## config.mk

```make
export PLATFORM = sky130hd
export DESIGN_NAME = i2c_master_byte_controller_core
export DESIGN_NICKNAME = d
export VERILOG_FILES = /design/src/hdl/i2cmbc_pkg.sv /design/src/hdl/i2c_master_byte_controller_core.sv /design/src/hdl/i2cmbc_step.sv
export SDC_FILE = /design/constraint.sdc
export NUM_CORES = 1
export LEC_CHECK = 0
export ABC_CLOCK_PERIOD_IN_PS = 2390
export BUFFER_PORTS_ARGS = -buffer_cell sky130_fd_sc_hd__buf_2
export CORE_UTILIZATION = 52
export DETAILED_ROUTE_END_ITERATION = 8
export PLACE_DENSITY = 0.8
export SLEW_MARGIN = 15
export SYNTH_ARGS = -nofsm -noshare
export SYNTH_HDL_FRONTEND = slang
export SYNTH_SLANG_ARGS = --single-unit
```

## constraint.sdc

```tcl
create_clock -name i_clk -period 2.39 [get_ports i_clk]
set_clock_uncertainty 0.2 [all_clocks]
set_input_delay 0.478 -clock i_clk [delete_from_list [all_inputs] [get_ports i_clk]]
set_output_delay 0.478 -clock i_clk [all_outputs]
set_load 0.02 [all_outputs]
```

## src/hdl/i2cmbc_pkg.sv

```systemverilog
// Shared types and constants of the I2C master byte controller.
package i2cmbc_pkg;

    localparam int WAIT_WIDTH = 12;
    localparam int CFG_WIDTH  = 12;
    localparam int QUARTER_RESET = 33;

    localparam logic [2:0] CMD_IDLE  = 3'd0;
    localparam logic [2:0] CMD_START = 3'd1;
    localparam logic [2:0] CMD_STOP  = 3'd2;
    localparam logic [2:0] CMD_SEND  = 3'd3;
    localparam logic [2:0] CMD_RECV  = 3'd4;
    localparam logic [2:0] CMD_ACK   = 3'd5;
    localparam logic [2:0] CMD_WRITE = 3'd6;

    localparam logic [2:0] STATUS_OK        = 3'd0;
    localparam logic [2:0] STATUS_BUS_LOW   = 3'd1;
    localparam logic [2:0] STATUS_DEV_NACK  = 3'd2;
    localparam logic [2:0] STATUS_REG_NACK  = 3'd3;
    localparam logic [2:0] STATUS_DATA_NACK = 3'd4;

    typedef struct packed {
        logic [2:0] op;
        logic [7:0] device_addr;
        logic [7:0] register_addr;
        logic [7:0] data_byte;
        logic       ack_level;
        logic       sda_in;
    } t_cmd;

    typedef struct packed {
        logic [2:0]            active;
        logic [2:0]            prim;
        logic [2:0]            step;
        logic [3:0]            bit_idx;
        logic [WAIT_WIDTH-1:0] wait_cnt;
        logic [7:0]            shift;
        logic [1:0]            byte_num;
        logic                  scl;
        logic                  sda;
        logic [7:0]            received;
        logic                  last_ack;
        logic [2:0]            result;
        logic [7:0]            reg_latch;
        logic [7:0]            data_latch;
    } t_state;

endpackage

```

## src/hdl/i2c_master_byte_controller_core.sv

```systemverilog
// I2C master byte controller: one tick per input transfer, one result per tick.
// A tick's result is registered and shown in the next cycle. Throughput: one tick
// per clock; the output register takes a new tick only while it is empty or its
// result is taken, and pins hold for quarter_ticks + 1 ticks per level.
// Reset: synchronous, active low; lines released high, sequencer idle, hold = 33.
module i2c_master_byte_controller_core (
    input  logic        i_clk,
    input  logic        i_rst_n,
    input  logic        i_cfg_we,
    input  logic [11:0] i_cfg_wdata,       // quarter_ticks
    input  logic        i_s_axis_tvalid,
    output logic        o_s_axis_tready,
    // device_addr[7:0], register_addr[15:8], data_byte[23:16], ack_level[24],
    // sda_in[25], zero fill
    input  logic [31:0] i_s_axis_tdata,
    input  logic [2:0]  i_s_axis_tuser,    // op
    output logic        o_m_axis_tvalid,
    input  logic        i_m_axis_tready,
    // scl[0], sda_out[1], busy_res[2], done_res[3], read_data[11:4], ack_seen[12],
    // status[15:13]
    output logic [15:0] o_m_axis_tdata
);

    localparam int WW = i2cmbc_pkg::WAIT_WIDTH;
    localparam int CW = i2cmbc_pkg::CFG_WIDTH;

    i2cmbc_pkg::t_state r_state;
    i2cmbc_pkg::t_state n_state;
    i2cmbc_pkg::t_state rst_state;
    i2cmbc_pkg::t_cmd   cmd;
    logic [WW-1:0]      r_quarter;
    logic [CW+WW-1:0]   cfg_ext;
    logic               step_done;
    logic               in_xfer;
    logic               r_out_valid;
    logic [15:0]        r_out_data;

    assign cmd.op            = i_s_axis_tuser;
    assign cmd.device_addr   = i_s_axis_tdata[7:0];
    assign cmd.register_addr = i_s_axis_tdata[15:8];
    assign cmd.data_byte     = i_s_axis_tdata[23:16];
    assign cmd.ack_level     = i_s_axis_tdata[24];
    assign cmd.sda_in        = i_s_axis_tdata[25];

    assign cfg_ext = {{WW{1'b0}}, i_cfg_wdata};

    // idle sequencer with both lines released
    always_comb begin
        rst_state     = '0;
        rst_state.scl = 1'b1;
        rst_state.sda = 1'b1;
    end

    assign o_s_axis_tready = !r_out_valid || i_m_axis_tready;
    assign in_xfer         = i_s_axis_tvalid && o_s_axis_tready;

    i2cmbc_step u_step (
        .i_state   (r_state),
        .i_cmd     (cmd),
        .i_quarter (r_quarter),
        .o_state   (n_state),
        .o_done    (step_done)
    );

    always_ff @(posedge i_clk) begin
        if (!i_rst_n) begin
            r_quarter <= WW'(i2cmbc_pkg::QUARTER_RESET);
        end else if (i_cfg_we) begin
            r_quarter <= cfg_ext[WW-1:0];
        end
    end

    always_ff @(posedge i_clk) begin
        if (!i_rst_n) begin
            r_state <= rst_state;
        end else if (in_xfer) begin
            r_state <= n_state;
        end
    end

    always_ff @(posedge i_clk) begin
        if (!i_rst_n) begin
            r_out_valid <= 1'b0;
        end else if (in_xfer) begin
            r_out_valid <= 1'b1;
        end else if (i_m_axis_tready) begin
            r_out_valid <= 1'b0;
        end
    end

    always_ff @(posedge i_clk) begin
        if (in_xfer) begin
            r_out_data <= {n_state.result, n_state.last_ack, n_state.received, step_done,
                           (n_state.active != i2cmbc_pkg::CMD_IDLE), n_state.sda,
                           n_state.scl};
        end
    end

    assign o_m_axis_tvalid = r_out_valid;
    assign o_m_axis_tdata  = r_out_data;

endmodule

```

## src/hdl/i2cmbc_step.sv

```systemverilog
// Next-state logic of the bus sequencer for one tick.
module i2cmbc_step (
    input  i2cmbc_pkg::t_state                     i_state,
    input  i2cmbc_pkg::t_cmd                       i_cmd,
    input  logic [i2cmbc_pkg::WAIT_WIDTH-1:0]      i_quarter,
    output i2cmbc_pkg::t_state                     o_state,
    output logic                                   o_done
);

    localparam int WW = i2cmbc_pkg::WAIT_WIDTH;

    localparam logic [2:0] STEP_0 = 3'd0;
    localparam logic [2:0] STEP_1 = 3'd1;
    localparam logic [2:0] STEP_2 = 3'd2;
    localparam logic [2:0] STEP_3 = 3'd3;
    localparam logic [2:0] STEP_4 = 3'd4;
    localparam logic [2:0] STEP_5 = 3'd5;
    localparam logic [2:0] STEP_6 = 3'd6;
    localparam logic [2:0] STEP_7 = 3'd7;

    i2cmbc_pkg::t_state n_st;
    logic               fin;
    logic               start_cmd;
    logic [3:0]         bit_inc;
    logic [1:0]         byte_inc;

    assign start_cmd = (i_state.active == i2cmbc_pkg::CMD_IDLE) &&
                       (i_cmd.op >= i2cmbc_pkg::CMD_START) &&
                       (i_cmd.op <= i2cmbc_pkg::CMD_WRITE);
    assign bit_inc  = i_state.bit_idx + 4'd1;
    assign byte_inc = i_state.byte_num + 2'd1;

    always_comb begin
        n_st   = i_state;
        fin    = 1'b0;
        o_done = 1'b0;
        if (start_cmd) begin
            n_st.wait_cnt = '0;
            if (i_cmd.op == i2cmbc_pkg::CMD_WRITE && !i_cmd.sda_in) begin
                // bus held low: report and leave the pins alone
                n_st.result = i2cmbc_pkg::STATUS_BUS_LOW;
                o_done      = 1'b1;
            end else begin
                // first step of the command runs on its arrival tick
                n_st.active   = i_cmd.op;
                n_st.prim     = i_cmd.op;
                n_st.byte_num = 2'd0;
                n_st.bit_idx  = 4'd0;
                n_st.step     = STEP_1;
                n_st.wait_cnt = i_quarter;
                case (i_cmd.op)
                    i2cmbc_pkg::CMD_WRITE: begin
                        n_st.prim       = i2cmbc_pkg::CMD_START;
                        n_st.shift      = i_cmd.device_addr;
                        n_st.reg_latch  = i_cmd.register_addr;
                        n_st.data_latch = i_cmd.data_byte;
                        n_st.scl        = 1'b1;
                        n_st.sda        = 1'b1;
                    end
                    i2cmbc_pkg::CMD_START: begin
                        n_st.scl = 1'b1;
                        n_st.sda = 1'b1;
                    end
                    i2cmbc_pkg::CMD_STOP: n_st.sda = 1'b0;
                    i2cmbc_pkg::CMD_SEND: n_st.shift = i_cmd.data_byte;
                    i2cmbc_pkg::CMD_RECV: n_st.shift = 8'd0;
                    i2cmbc_pkg::CMD_ACK: begin
                        n_st.shift = {7'd0, i_cmd.ack_level};
                        n_st.sda   = i_cmd.ack_level;
                    end
                    default: ;
                endcase
            end
        end else if (i_state.active != i2cmbc_pkg::CMD_IDLE &&
                     i_state.wait_cnt != '0) begin
            n_st.wait_cnt = i_state.wait_cnt - WW'(1);
        end else if (i_state.active != i2cmbc_pkg::CMD_IDLE) begin
            n_st.wait_cnt = i_quarter;
            case (i_state.prim)
                i2cmbc_pkg::CMD_START: begin
                    if (i_state.step == STEP_0) begin
                        n_st.sda  = 1'b1;
                        n_st.scl  = 1'b1;
                        n_st.step = STEP_1;
                    end else if (i_state.step == STEP_1) begin
                        n_st.sda  = 1'b0;
                        n_st.step = STEP_2;
                    end else begin
                        n_st.scl = 1'b0;
                        if (i_state.active == i2cmbc_pkg::CMD_WRITE) begin
                            // device byte follows, its idle first step folded in
                            n_st.prim    = i2cmbc_pkg::CMD_SEND;
                            n_st.bit_idx = 4'd0;
                            n_st.step    = STEP_1;
                        end else begin
                            fin = 1'b1;
                        end
                    end
                end
                i2cmbc_pkg::CMD_STOP: begin
                    case (i_state.step)
                        STEP_0: begin n_st.sda = 1'b0; n_st.step = STEP_1; end
                        STEP_1: begin n_st.scl = 1'b1; n_st.step = STEP_2; end
                        STEP_2: begin n_st.sda = 1'b1; n_st.step = STEP_3; end
                        default: begin
                            if (i_state.active == i2cmbc_pkg::CMD_WRITE) begin
                                n_st.result = i_state.last_ack ?
                                    3'(i2cmbc_pkg::STATUS_DEV_NACK + {1'b0, i_state.byte_num}) :
                                    i2cmbc_pkg::STATUS_OK;
                            end
                            fin = 1'b1;
                        end
                    endcase
                end
                i2cmbc_pkg::CMD_ACK: begin
                    case (i_state.step)
                        STEP_0: begin n_st.sda = i_state.shift[0]; n_st.step = STEP_1; end
                        STEP_1: begin n_st.scl = 1'b1; n_st.step = STEP_2; end
                        STEP_2: begin n_st.scl = 1'b0; n_st.step = STEP_3; end
                        STEP_3: begin n_st.sda = 1'b1; n_st.step = STEP_4; end
                        default: fin = 1'b1;
                    endcase
                end
                i2cmbc_pkg::CMD_SEND: begin
                    case (i_state.step)
                        STEP_0: n_st.step = STEP_1;
                        STEP_1: begin
                            n_st.sda   = i_state.shift[7];
                            n_st.shift = {i_state.shift[6:0], 1'b0};
                            n_st.step  = STEP_2;
                        end
                        STEP_2: begin n_st.scl = 1'b1; n_st.step = STEP_3; end
                        STEP_3: begin
                            n_st.scl     = 1'b0;
                            n_st.bit_idx = bit_inc;
                            n_st.step    = (bit_inc < 4'd8) ? STEP_1 : STEP_4;
                        end
                        STEP_4: begin n_st.sda = 1'b1; n_st.step = STEP_5; end
                        STEP_5: begin n_st.scl = 1'b1; n_st.step = STEP_6; end
                        STEP_6: begin
                            n_st.last_ack = i_cmd.sda_in;
                            n_st.scl      = 1'b0;
                            n_st.step     = STEP_7;
                        end
                        default: begin
                            if (i_state.active == i2cmbc_pkg::CMD_WRITE) begin
                                n_st.bit_idx = 4'd0;
                                n_st.step    = STEP_1;
                                if (i_state.last_ack || i_state.byte_num >= 2'd2) begin
                                    // stop with its first pin change folded in
                                    n_st.prim = i2cmbc_pkg::CMD_STOP;
                                    n_st.sda  = 1'b0;
                                end else begin
                                    n_st.byte_num = byte_inc;
                                    n_st.shift    = (byte_inc == 2'd1) ?
                                                    i_state.reg_latch : i_state.data_latch;
                                    n_st.prim     = i2cmbc_pkg::CMD_SEND;
                                end
                            end else begin
                                fin = 1'b1;
                            end
                        end
                    endcase
                end
                i2cmbc_pkg::CMD_RECV: begin
                    case (i_state.step)
                        STEP_0: n_st.step = STEP_1;
                        STEP_1: begin n_st.scl = 1'b1; n_st.step = STEP_2; end
                        STEP_2: begin
                            n_st.shift   = {i_state.shift[6:0], i_cmd.sda_in};
                            n_st.scl     = 1'b0;
                            n_st.bit_idx = bit_inc;
                            n_st.step    = (bit_inc < 4'd8) ? STEP_1 : STEP_3;
                        end
                        default: begin
                            n_st.received = i_state.shift;
                            fin           = 1'b1;
                        end
                    endcase
                end
                default: fin = 1'b1;
            endcase
            if (fin) begin
                n_st.active   = i2cmbc_pkg::CMD_IDLE;
                n_st.prim     = i2cmbc_pkg::CMD_IDLE;
                n_st.step     = STEP_0;
                n_st.bit_idx  = 4'd0;
                n_st.wait_cnt = '0;
                o_done        = 1'b1;
            end
        end
    end

    assign o_state = n_st;

endmodule

```

# Word level (Yosys, flattened, before mapping)
# Index checks and enable logic that the tools add are counted.
word_totals:
  regBits: 94
  in_bits: 52
  output_inout_bits: 18
  elab_cells: 191
op_classes:
  addsub: 4
  order_cmp: 4
  n_eq_ne: 41
  muxes: 83
  bitwise: 1
  n_reduce_logical: 41
ops:
  columns: ["cell", "n"]
  rows:
  - ["$mux W37", 2]
  - ["$mux W10", 6]
  - ["$mux W49", 1]
  - ["$mux W3", 13]
  - ["$mux W8", 4]
  - ["$pmux W8 S2", 2]
  - ["$pmux W8 S4", 1]
  - ["$reduce_and A10 Y1", 3]
  - ["$eq A3 B3 Y1 const B", 9]
  - ["$mux W1", 25]
  - ["$mux W25", 1]
  - ["$mux W24", 1]
  - ["$pmux W3 S7", 1]
  - ["$eq A3 B2 Y1 const B", 6]
  - ["$pmux W3 S3", 2]
  - ["$pmux W3 S5", 1]
  - ["$mux W13", 1]
  - ["$mux W12", 1]
  - ["$mux W4", 3]
  - ["$ne A12 B7 Y1 const B", 1]
  - ["$ne A4 B2 Y1 const B", 3]
  - ["$ne A6 B2 Y1 const B", 2]
  - ["$pmux W1 S4", 3]
  - ["$pmux W3 S4", 1]
  - ["49 further kinds", 81]

# Depth between registers and ports, before layout
# Gate-level depths: netlist of the first run.
logic_depth:
  depth_word: 13
  ltp_mapped: 9
  depth_no_buf: 8

# By module
# Synthesis of the first run repeated with hierarchy kept, for this count alone.
unflattened:
  hier_cells: 752
  hier_area_um2: 6211.0
by_module_without_submodules:
  columns: ["mod", "n_inst", "cells_per_inst", "area_per_inst_um2", "seq_area_each_um2"]
  rows:
  - ["i2c_master_byte_controller_core", 1, 343, 3545.9, 2042.0]
  - ["i2cmbc_step", 1, 409, 2665.1, 0.0]

# Worst setup path after synthesis of the first run
# No wires, ideal clock.
synth_path:
  path_type: "reg2reg"
  start: "register r_state[40] in the netlist's numbering"
  end: "register r_state[39] in the netlist's numbering"
  setup_time_ns: 0.079
  t_arrival_ns: 2.300
  required_time_ns: 2.111
  path_slack_ns: -0.190
  stages_incl_launch_ff: 10
  path_buffers: 1
  synth_period_minus_slack_ns: 2.580
  path_cell_list: "dfxtp_1 inv_1 ha_1 or4b_4 nor4_4 a21oi_2 nor4_4 buf_6 nor2_2 a211oi_2"
synth_via:
  elab_chain_len: 4
synth_rtl:
  columns: ["item", "line", "rtl"]
  rows:
  - ["start: declaration", "i2c_master_byte_controller_core.sv:27", "i2cmbc_pkg::t_state r_state;"]
  - ["start signal: assignment", "i2c_master_byte_controller_core.sv:75", "r_state <= rst_state;"]
  - ["start signal: assignment", "i2c_master_byte_controller_core.sv:77", "r_state <= n_state;"]
  - ["$reduce_bool A12 Y1", "i2cmbc_step.sv:75", "i_state.wait_cnt != '0) begin"]
  - ["$logic_and A1 B1 Y1", "i2cmbc_step.sv:74", "end else if (i_state.active != i2cmbc_pkg::CMD_IDLE &&"]
  - ["$ne A2 B1 Y1 (no line)", null, null]
  - ["$reduce_and A10 Y1 (no line)", null, null]
# Every way passes these cells.
# A chain may end at the register's enable or synchronous reset.

# Final worst setup path of the first run
layout_path:
  start: "register r_state[41] in the netlist's numbering"
  end: "register r_state[36] in the netlist's numbering"
# Same word-level chain as after synthesis.

==> results.toml, run 1 <==
[outcome]
run_status = "finished with violations"
violations = "setup timing"

[synthesis]
synthMostInstantiatedCell = "dfxtp_1"
synth-seq-area-share_pct = 39.2
synth_flop_cell = "dfxtp_1"
async_reset_ff_share_pct = 0
gate_count_after_technology_mapping = 621
netlist.area_leader.share_pct = 30.0
net_count_of_the_mapped_netlist = 681
synthDominantAreaCellType = "dfxtp_1"
synth-edff-count = 16
synth_common_cells = "dfxtp_1 (78), nand2_1 (71), nor2_1 (61)"
post_synthesis_sequential_element_count = 94
average_size_of_a_mapped_cell_um2 = 8.38
ys_top_cells_by_area = "dfxtp_1 (30%), edfxtp_1 (9.2%), mux2i_1 (7.9%), a21oi_1 (5.4%), nand2_1 (5.1%)"
synth_cell_types = 71
post_synth_design_cell_area_um2 = 5200
ys.warnings.count = 0

[placement]
dp_cells = 864
gp_routability_congestion = 0.870
dpl-instance-area_um2 = 6220
numPortBuffers = 63
dpl.hpwl_um = 10700

[detailed_routing]
route.final.wire_length_um = 15300
dr.first_iter.drc_count = 346
post_drt_via_cell_ratio = 5.94
detailroute.via_count = 5324
route.antenna.remaining_nets = 0
drt_drc_violations_left = 0
drt_first_pass_iters = 5
wl_per_cell_um = 17.1

[worst_setup_path]
critical_path.reg2reg.startpoint = "r_state[41]"
crit_path_max_fanout = 5
endpoint_kind = "flip-flop"
rr_worst_depth = 11
reg2reg_slack_ps = -170
startpoint_type = "flip-flop"
timing.critical_path.arrival_ps = 2640
worst_r2r_endpoint = "r_state[36]"
critical_path_required_ps = 2470
timing.setup.critical_path_class = "flip-flop to flip-flop"

[floorplan]
io-pin-count = 70
die-height_um = 102
floorplan.initialDensity_pct = 53.5
floorplan.die_area_um2 = 10400
floorplan.core_area_um2 = 9730
die_x_um = 102
core.rowCount = 36

[timing]
unrepaired_setup_endpoints_after_global_routing = "true"
finalSetupViolations = 34
finalMaxSlewViolations = 0
period_needed_ps = 2560
final_min_period_over_clock_period_pct = 107
worst_slack_ps = -174
slew-limit-headroom_pct = 61.0
timing.fmax_mhz = 390
worst_pin_slew_ps = 583
hold_violations = 0

[finish]
finalNetCount = 819
post-route-cell-area_um2 = 6750
share_of_final_layout_standard_cells_stronger_than_drive_strength_1_pct = 31.9
layout_stage_area_growth_over_the_synthesis_result_pct = 29.7
diodes = 0
finalNonFillerCells = 897

[power]
total_switching_power_uw = 1410
share_seq_of_total_power_pct = 43.1
intPower_uw = 2720
power_density_nw_per_um2 = 613
p_leak_uw = 0.00274
sw_frac_of_total_pct = 34.2
power.share.clock_pct = 23.7
worst_ir_drop_vdd_mv = 0.408
power_frac_comb_pct = 33.2

[clock_network]
max-clock-path-buffers = 2
htree_levels = 3
cts_buf_count = 9
post_cts_hold_buffer_count = 0
tritoncts_num_sinks = 94
cts-root-buf = "clkbuf_8"
worst_skew_pair.late_latency_ps = 370
clk_pin_slew_ps = 100
tritoncts = "done"

[min_path]
worstHoldPathCells = 3
hold_path_startpoint = "i_cfg_wdata[0]"
hp-class = "primary input to flip-flop"
min_delay_worst_endpoint = "r_quarter[0]"

[grt]
grt_antenna_before_repair = 0
globalRoute.totalOverflow = 0
grtUsageTotal_pct = 28.1
grt_pass1_wl_um = 22700
grt_pass1_vias = 4834
pin_count_of_the_biggest_net_entering_global_routing = 35

[run]
max_cap_violations = 0
placed cells by master (no fill, tap or decap), types with 9 or more instances in the layout:
cell type	instances
nor3_1	9
nand2_1	69
clkbuf_8	9
buf_2	64
a211oi_1	11
o21ai_0	42
nand2b_1	10
nand3_1	22
mux2i_1	40
a21oi_1	56
mux2_2	10
a31oi_1	9
nor2_1	57
dfxtp_1	74
edfxtp_1	16
buf_4	88
inv_1	13
per-stage QoR:
stage / hold WS [ps] / setup TNS (ps) / utilization, % / total power (uW) / worst slack (ps)
2_1_floorplan: 230 / -793 / - / 2470 / -110
3_3_place_gp: 241 / -5130 / 63.9 / 2920 / -198
3_5_place_dp: 249 / -6430 / 63.9 / 2950 / -284
4_1_cts: 110 / -2480 / 67.1 / 3960 / -152
5_1_grt: 112 / -6230 / 69.4 / 4310 / -226
6_report: 111 / -3170 / 69.4 / 4130 / -174
worst max-delay path by stage:
stage,start,endpoint,slack [ps],cells past startpoint
floorplan,r_state[41],r_state[39],-110,9
global placement,i_s_axis_tuser[1],r_state[36],-200,11
detailed placement,i_s_axis_tuser[1],r_state[33],-280,11
CTS,r_state[41],r_state[39],-150,10
global route,r_state[41],r_state[36],-230,11
finish,r_state[41],r_state[36],-170,11
logic make-up after synthesis:
logic type      Yosys count  synth area share (%)
compound gates          182                  22.4
fa+ha+maj                 8                  1.92
xor+xnor                  3                 0.505
simple gates            230                  21.8
flops                    94                  39.2
buf+inv                  53                  4.14
mux                      51                  10.1
routing by layer:
metal	global-route usage (%)	vias up	wire length [um]
met5	0	-	0
met4	10.7	0	292
met3	4.92	34	1010
met2	49.0	228	7760
met1	34.5	2520	6280
li1	-	2542	-
registers in the layout, indices dropped and copies added (netlist names):
register and count:
o_m_axis_tvalid 1, r_quarter 12, r_state 65, o_m_axis_tdata 16
cell type report:
cell class / count / area (um2)
Timing Repair Buffer: 164 / 1170
Clock inverter: 6 / 45.0
Fill cell: 767 / 2980
Sequential cell: 94 / 2050
Clock buffer: 10 / 128
Inverter: 16 / 60.1
Multi-Input combinational cell: 474 / 3130
Tap cell: 133 / 166
critical path, cell delays in order (launching register included):
cell and delay, ps:
dfxtp_2 340, inv_2 80, ha_4 130, or4b_4 480, nor4_4 210, buf_4 180, a21oi_4 50, nor4_4 200
buf_4 190, clkbuf_16 140, nor2_2 30, a211oi_1 240
timing repair:
item                       in CTS  in global routing
setup buffers                   9                  6
setup endpoints to repair      45                 61
resized for setup              13                 32
cloned                          0                  2
pin swaps                       2                  9
power by group through the flow:
| stage | clock network [uW] | registers [uW] | logic [uW] |
|---|---|---|---|
| 2_1_floorplan | 0 | 1810 | 656 |
| 3_3_place_gp | 0 | 1810 | 1110 |
| 3_5_place_dp | 0 | 1810 | 1140 |
| 4_1_cts | 976 | 1780 | 1200 |
| 5_1_grt | 1050 | 1790 | 1470 |
| 6_report | 978 | 1780 | 1370 |
Note: power is estimated with default switching activity, not from simulation.
==> run 2: changes to the inputs <==
--- a/config.mk
+++ b/config.mk
@@ -7,10 +7,12 @@
 export LEC_CHECK = 0
 export ABC_CLOCK_PERIOD_IN_PS = 2390
 export BUFFER_PORTS_ARGS = -buffer_cell sky130_fd_sc_hd__buf_2
-export CORE_UTILIZATION = 52
+export CORE_UTILIZATION = 54
+export CTS_BUF_LIST = sky130_fd_sc_hd__clkbuf_8 sky130_fd_sc_hd__clkbuf_16
 export DETAILED_ROUTE_END_ITERATION = 8
-export PLACE_DENSITY = 0.8
+export PLACE_DENSITY = 0.81
 export SLEW_MARGIN = 15
 export SYNTH_ARGS = -nofsm -noshare
 export SYNTH_HDL_FRONTEND = slang
+export SYNTH_HIERARCHICAL = 1
 export SYNTH_SLANG_ARGS = --single-unit
==> run 2 against run 1 <==
Compared with the run above:
- the run still ends with setup timing left
- sequential share of layout area down 3.8 points
- first-iteration DRC count up 57%
- die area rose by 15%
- count of clock-buffer cells in the layout decreased by 1
- synthesized cell count grew 21%
- sequential cell count unchanged
- routed wire length is 18% higher
- power up 7.3%
- largest cell class unchanged
==> results.toml, run 2 <==
[outcome]
run_status = "finished with violations"
violations = "setup timing"

[finish]
share_of_final_layout_standard_cells_stronger_than_drive_strength_1_pct = 29.1
flip_flop_count_of_the_largest_register_after_layout = 65
fillCellCount = 871
layout.cells.most_common = "nand2_1"
post-route-util_pct = 69.9
finalNonFillerCells = 1000
layout_stage_area_growth_over_the_synthesis_result_pct = 24.2
finalNetCount = 915
largest_reg_by_ff_count = "r_state"
most_used_cells_in_the_layout_excluding_fill_and_tap_cells = "nand2_1 (168), mux2i_1 (92), buf_4 (85), dfxtp_1 (73), buf_2 (62)"
diodes = 0

[synthesis]
ys_top_cells_by_area = "dfxtp_1 (25%), mux2i_1 (15%), nand2_1 (10%), edfxtp_1 (7.7%), mux2_2 (4.7%)"
net_count_of_the_mapped_netlist = 812
netlist.area_leader.share_pct = 25.1
synth-seq-area-share_pct = 32.9
average_size_of_a_mapped_cell_um2 = 8.26
synth_cell_types = 68
synthDominantAreaCellType = "dfxtp_1"
ys.warnings.count = 6
synthMostInstantiatedCell = "nand2_1"
post_synthesis_sequential_element_count = 94
async_reset_ff_share_pct = 0
synth-edff-count = 16
synth_common_cells = "nand2_1 (169), mux2i_1 (92), dfxtp_1 (78)"
post_synth_design_cell_area_um2 = 6210
synth_flop_cell = "dfxtp_1"
gate_count_after_technology_mapping = 752

[clock_network]
max-clock-path-buffers = 2
clk_pin_slew_ps = 70
cts-root-buf = "clkbuf_16"
tritoncts_num_sinks = 94
worst_skew_pair.late_latency_ps = 360
tritoncts = "done"
post_cts_hold_buffer_count = 0
cts_buf_count = 9
htree_levels = 3

[placement]
dpl.hpwl_um = 12800
gp_routability_congestion = 0.963
numPortBuffers = 63
dp_cells = 980
place_ws_ps = -296

[detailed_routing]
route.met3.wl_um = 998
dr.first_iter.drc_count = 543
wl_per_cell_um = 18.1
drt_first_pass_iters = 5
detailroute.via_count = 6023
detail_route.wirelength.met1_um = 7670
route.antenna.remaining_nets = 0
drt_drc_violations_left = 0
post_drt_via_cell_ratio = 6.02
dr_wl_met2_um = 8990
topRoutingLayerUsed = "met4"
route.final.wire_length_um = 18100

[min_path]
worstHoldPathCells = 3
hp-class = "primary input to flip-flop"
hold_path_startpoint = "i_cfg_wdata[5]"
min_delay_worst_endpoint = "r_quarter[5]"

[run]
max_cap_violations = 0

[worst_setup_path]
timing.critical_path.arrival_ps = 2630
worst_r2r_endpoint = "r_state[58]"
crit_path_max_fanout = 6
critical_path_required_ps = 2490
endpoint_kind = "flip-flop"
reg2reg_slack_ps = -140
timing.setup.critical_path_class = "flip-flop to flip-flop"
rr_worst_depth = 9
critical_path.reg2reg.startpoint = "r_state[41]"
startpoint_type = "flip-flop"

[timing]
worst_pin_slew_ps = 672
finalSetupViolations = 22
worst_slack_ps = -139
unrepaired_setup_endpoints_after_global_routing = "true"
final_min_period_over_clock_period_pct = 106
timing.hold.ws_ps = 139
timing.fmax_mhz = 395
finalMaxSlewViolations = 0
period_needed_ps = 2530
hold_violations = 0
slew-limit-headroom_pct = 55.1

[floorplan]
io-pin-count = 70
floorplan.die_area_um2 = 11900
floorplan.initialDensity_pct = 56.3
floorplan.core_area_um2 = 11000
die-height_um = 109
core.rowCount = 38
die_x_um = 109

[power]
power_density_nw_per_um2 = 575
p_leak_uw = 0.00321
worst_ir_drop_vdd_mv = 0.557

[grt]
pin_count_of_the_biggest_net_entering_global_routing = 63
grtUsageTotal_pct = 31.2
globalRoute.totalOverflow = 0
grt_pass1_vias = 5759
grt_pass1_wl_um = 28400
grt_antenna_before_repair = 0
## run 2: per-stage QoR
stage	power (uW)	area [um2]	TNS (ps)
2_1_floorplan	2460	6260	-2380
3_3_place_gp	2840	7170	-4920
3_5_place_dp	2870	7170	-7970
4_1_cts	4380	7620	-1330
5_1_grt	4610	7710	-3550
6_report	4440	7710	-1660
## run 2: worst max path at each step
stage	start	end	slack (ps)
global route	r_state[41]	r_state[52]	-220
finish	r_state[41]	r_state[58]	-140
detailed placement	i_s_axis_tuser[1]	r_state[33]	-300
global placement	i_s_axis_tuser[1]	r_state[37]	-230
CTS	r_state[41]	r_state[55]	-130
floorplan	r_state[41]	r_state[44]	-170
## run 2: area by class of cell
cell class                 instances  area [um2]  area share [%]
sequential                        94        2050            26.6
clock inverter                     7        66.3           0.860
timing repair buffer             154        1070            13.9
inverter                          15        56.3           0.730
multi-input combinational        581        4070            52.8
tap                              140         175            2.27
clock buffer                       9         225            2.92
## run 2: cell families (layout without fill, tap and decap cells)
logic type	Yosys count	count (layout)	share of synthesized area, %
xor+xnor	11	11	1.55
mux	118	118	19.5
flops	94	94	32.9
simple gates	291	293	21.6
buf+inv	79	185	5.88
fa+ha+maj	8	8	1.61
compound gates	151	151	17.0
## run 2: metal layers
layer  GRT usage (%)  up-vias
met3            5.86       46
met4            12.3        0
li1                -     2902
met1            37.6     2831
met5               0        -
met2            54.5      244
## run 2: worst max-delay path: stages, from the launching register on
cell and delay [ps]:
dfxtp_2 330, inv_2 70, ha_4 130, or4b_4 460
or4_4 450, or2_4 330, a211oi_1 220, a21o_1 120
nand2_1 40, mux2i_1 110
## run 2: report_power, final
part,switching (uW),internal [uW],leakage (uW)
combinational,697,560,0.00227
sequential,62.0,1680,0.000794
clock,705,732,0.000142
total,1460,2970,0.00321
## run 2: repair_timing
item / in CTS / in global routing
gates resized for setup: 24 / 24
cloned: 2 / 0
setup endpoints to repair: 56 / 59
pin swaps: 7 / 5
setup buffers: 2 / 0
==> run 3: changes to the inputs <==
==> constraint.sdc (replaced) <==
create_clock -name i_clk -period 2.39 [get_ports i_clk]
set_clock_uncertainty 0.2 [all_clocks]
set_input_delay 0.239 -clock i_clk [delete_from_list [all_inputs] [get_ports i_clk]]
set_output_delay 0.239 -clock i_clk [all_outputs]
set_load 0.02 [all_outputs]
==> run 3 against run 2 <==
Compared with the run above:
- the flow still finishes with violations (setup timing)
- non-clock buffer count up 5
- count of clock-buffer cells in the layout unchanged
- die area unchanged
- maximum frequency is 0.76% lower
- sequential power about the same
- routed wire length down 0.16%
- power rose by 0.50%
- final area grew 0.15%
- critical path depth unchanged
- global-route usage rose by 0.14 points
- sequential cell count did not move
- setup slack lost 19 ps
- critical endpoint is now r_state[56]
- highest routed layer unchanged
==> results.toml, run 3 (synthesis results as in run 2) <==
[worst_setup_path]
endpoint_kind = "flip-flop"
timing.setup.critical_path_class = "flip-flop to flip-flop"
crit_path_max_fanout = 8
timing.critical_path.arrival_ps = 2630
slowest_stage = "or4b_4"
cpPeakStageDelay_ps = 470
cp_common_cell = "nand2_1"
startpoint_type = "flip-flop"
critical_path_required_ps = 2480
crit_chain = "inv_2 > ha_4 > or4b_4 > or4_4 > buf_4 > or3_1 > nand2_1 > nand2_1 > mux2i_1"

[floorplan]
die-height_um = 109
floorplan.core_area_um2 = 11000
floorplan.die_area_um2 = 11900
core.rowCount = 38
die_x_um = 109
io-pin-count = 70
floorplan.initialDensity_pct = 56.3

[timing]
timing.hold.ws_ps = 8.52
final_min_period_over_clock_period_pct = 107
hold_violations = 0
worst_slack_ps = -159
slew-limit-headroom_pct = 62.6
timing.fmax_mhz = 392
unrepaired_setup_endpoints_after_global_routing = "true"
finalMaxSlewViolations = 0
finalSetupViolations = 23
worst_pin_slew_ps = 559
period_needed_ps = 2550

[power]
power_density_nw_per_um2 = 578
worst_ir_drop_vdd_mv = 0.654
p_leak_uw = 0.00321
p_total_uw = 4460

[outcome]
run_status = "finished with violations"
violations = "setup timing"

[clock_network]
tritoncts = "done"
clk_pin_slew_ps = 70
worst_skew_pair.late_latency_ps = 360
max-clock-path-buffers = 2
cts_buf_count = 9
tritoncts_num_sinks = 94
htree_levels = 3
cts-root-buf = "clkbuf_16"

[detailed_routing]
route.antenna.remaining_nets = 0
post_drt_via_cell_ratio = 6.18
detailroute.via_count = 6209
dr.first_iter.drc_count = 532
drt_drc_violations_left = 0
route.final.wire_length_um = 18100
drt_first_pass_iters = 5
wl_per_cell_um = 18.0

[finish]
largest_reg_by_ff_count = "r_state"
post-route-util_pct = 70.0
flip_flop_count_of_the_largest_register_after_layout = 65
finalNetCount = 919
diodes = 0
layout_stage_area_growth_over_the_synthesis_result_pct = 24.3
multi_input_area_um2 = 3970
share_of_final_layout_standard_cells_stronger_than_drive_strength_1_pct = 26.7
layout.cells.most_common = "nand2_1"
fillCellCount = 839
ff_latch_area_um2 = 2050
most_used_cells_in_the_layout_excluding_fill_and_tap_cells = "nand2_1 (168), mux2i_1 (92), buf_4 (75), dfxtp_1 (74), buf_2 (62)"

[placement]
numPortBuffers = 63
dpl.hpwl_um = 12500
gp_routability_congestion = 0.949
place_ws_ps = -257

[grt]
grtUsageTotal_pct = 31.4
grt_pass1_vias = 5950
globalRoute.totalOverflow = 0
grt_antenna_before_repair = 0
grt_pass1_wl_um = 28800
pin_count_of_the_biggest_net_entering_global_routing = 52

[run]
max_cap_violations = 0

[min_path]
hp-class = "primary input to flip-flop"
-- run 3: cell count changes in the layout (fill, tap and decap cells not counted), sizes merged --
cell / change
buf: -8
bufinv: +1
clkinv: -2
dlygate4sd3: +13
inv: +1
nand2: -1
-- run 3: worst paths after layout --
kind | slack, ps | to | from | cells past startpoint
setup / recovery | -160 | r_state[56] | r_state[41] | 9
hold / removal | 9 | o_m_axis_tvalid | i_m_axis_tready | 3
setup reg to reg | -160 | r_state[56] | r_state[41] | 9
hold reg to reg | 260 | r_state[24] | r_state[24] | 2
-- run 3: per-layer routing --
metal  GRT usage (%)  share of wire, %  up-vias
met1            38.6                42     2928
li1                -                 -     2906
met5               0                 0        -
met2            52.1                47      301
met3            6.22               6.8       74
met4            15.7               4.0        0
-- run 3: area by class of cell --
class | count | area share (%)
Clock inverter | 7 | 1.02
Multi-Input combinational cell | 580 | 51.5
Inverter | 15 | 0.729
Clock buffer | 9 | 2.92
Sequential cell | 94 | 26.5
Timing Repair Buffer | 159 | 15.1
Tap cell | 140 | 2.27
-- run 3: timing repair --
action	in CTS	in global routing
resized for setup	17	18
endpoints found under the setup margin	26	30
cloned	1	0
setup buffers	4	5
endpoints found under the hold margin	14	0
pin swaps	6	11
hold buffers	13	0
-- run 3: per-stage QoR --
stage               setup TNS, ps  area (um2)  std cells
finish                      -2360        7720       1004
global route                -4050        7720       1004
CTS                         -2050        7620       1000
detailed placement          -3990        7090        966
global placement            -2330        7090        966
floorplan                   -2380        6250        752
-- run 3: power breakdown --
part / internal (uW) / leakage [uW] / switching, uW
combinational: 537 / 0.00227 / 665
clock: 827 / 0.000150 / 687
sequential: 1680 / 0.000794 / 63.2
-- run 3: critical path, delay by kind of cell (launching register included) --
kind | cells | cell delay [ps]
AND/OR/NAND/NOR | 5 | 1420
multiplexers | 1 | 130
flip-flops | 1 | 330
buffers and inverters | 2 | 270
adder cells (fa/ha/maj) | 1 | 130
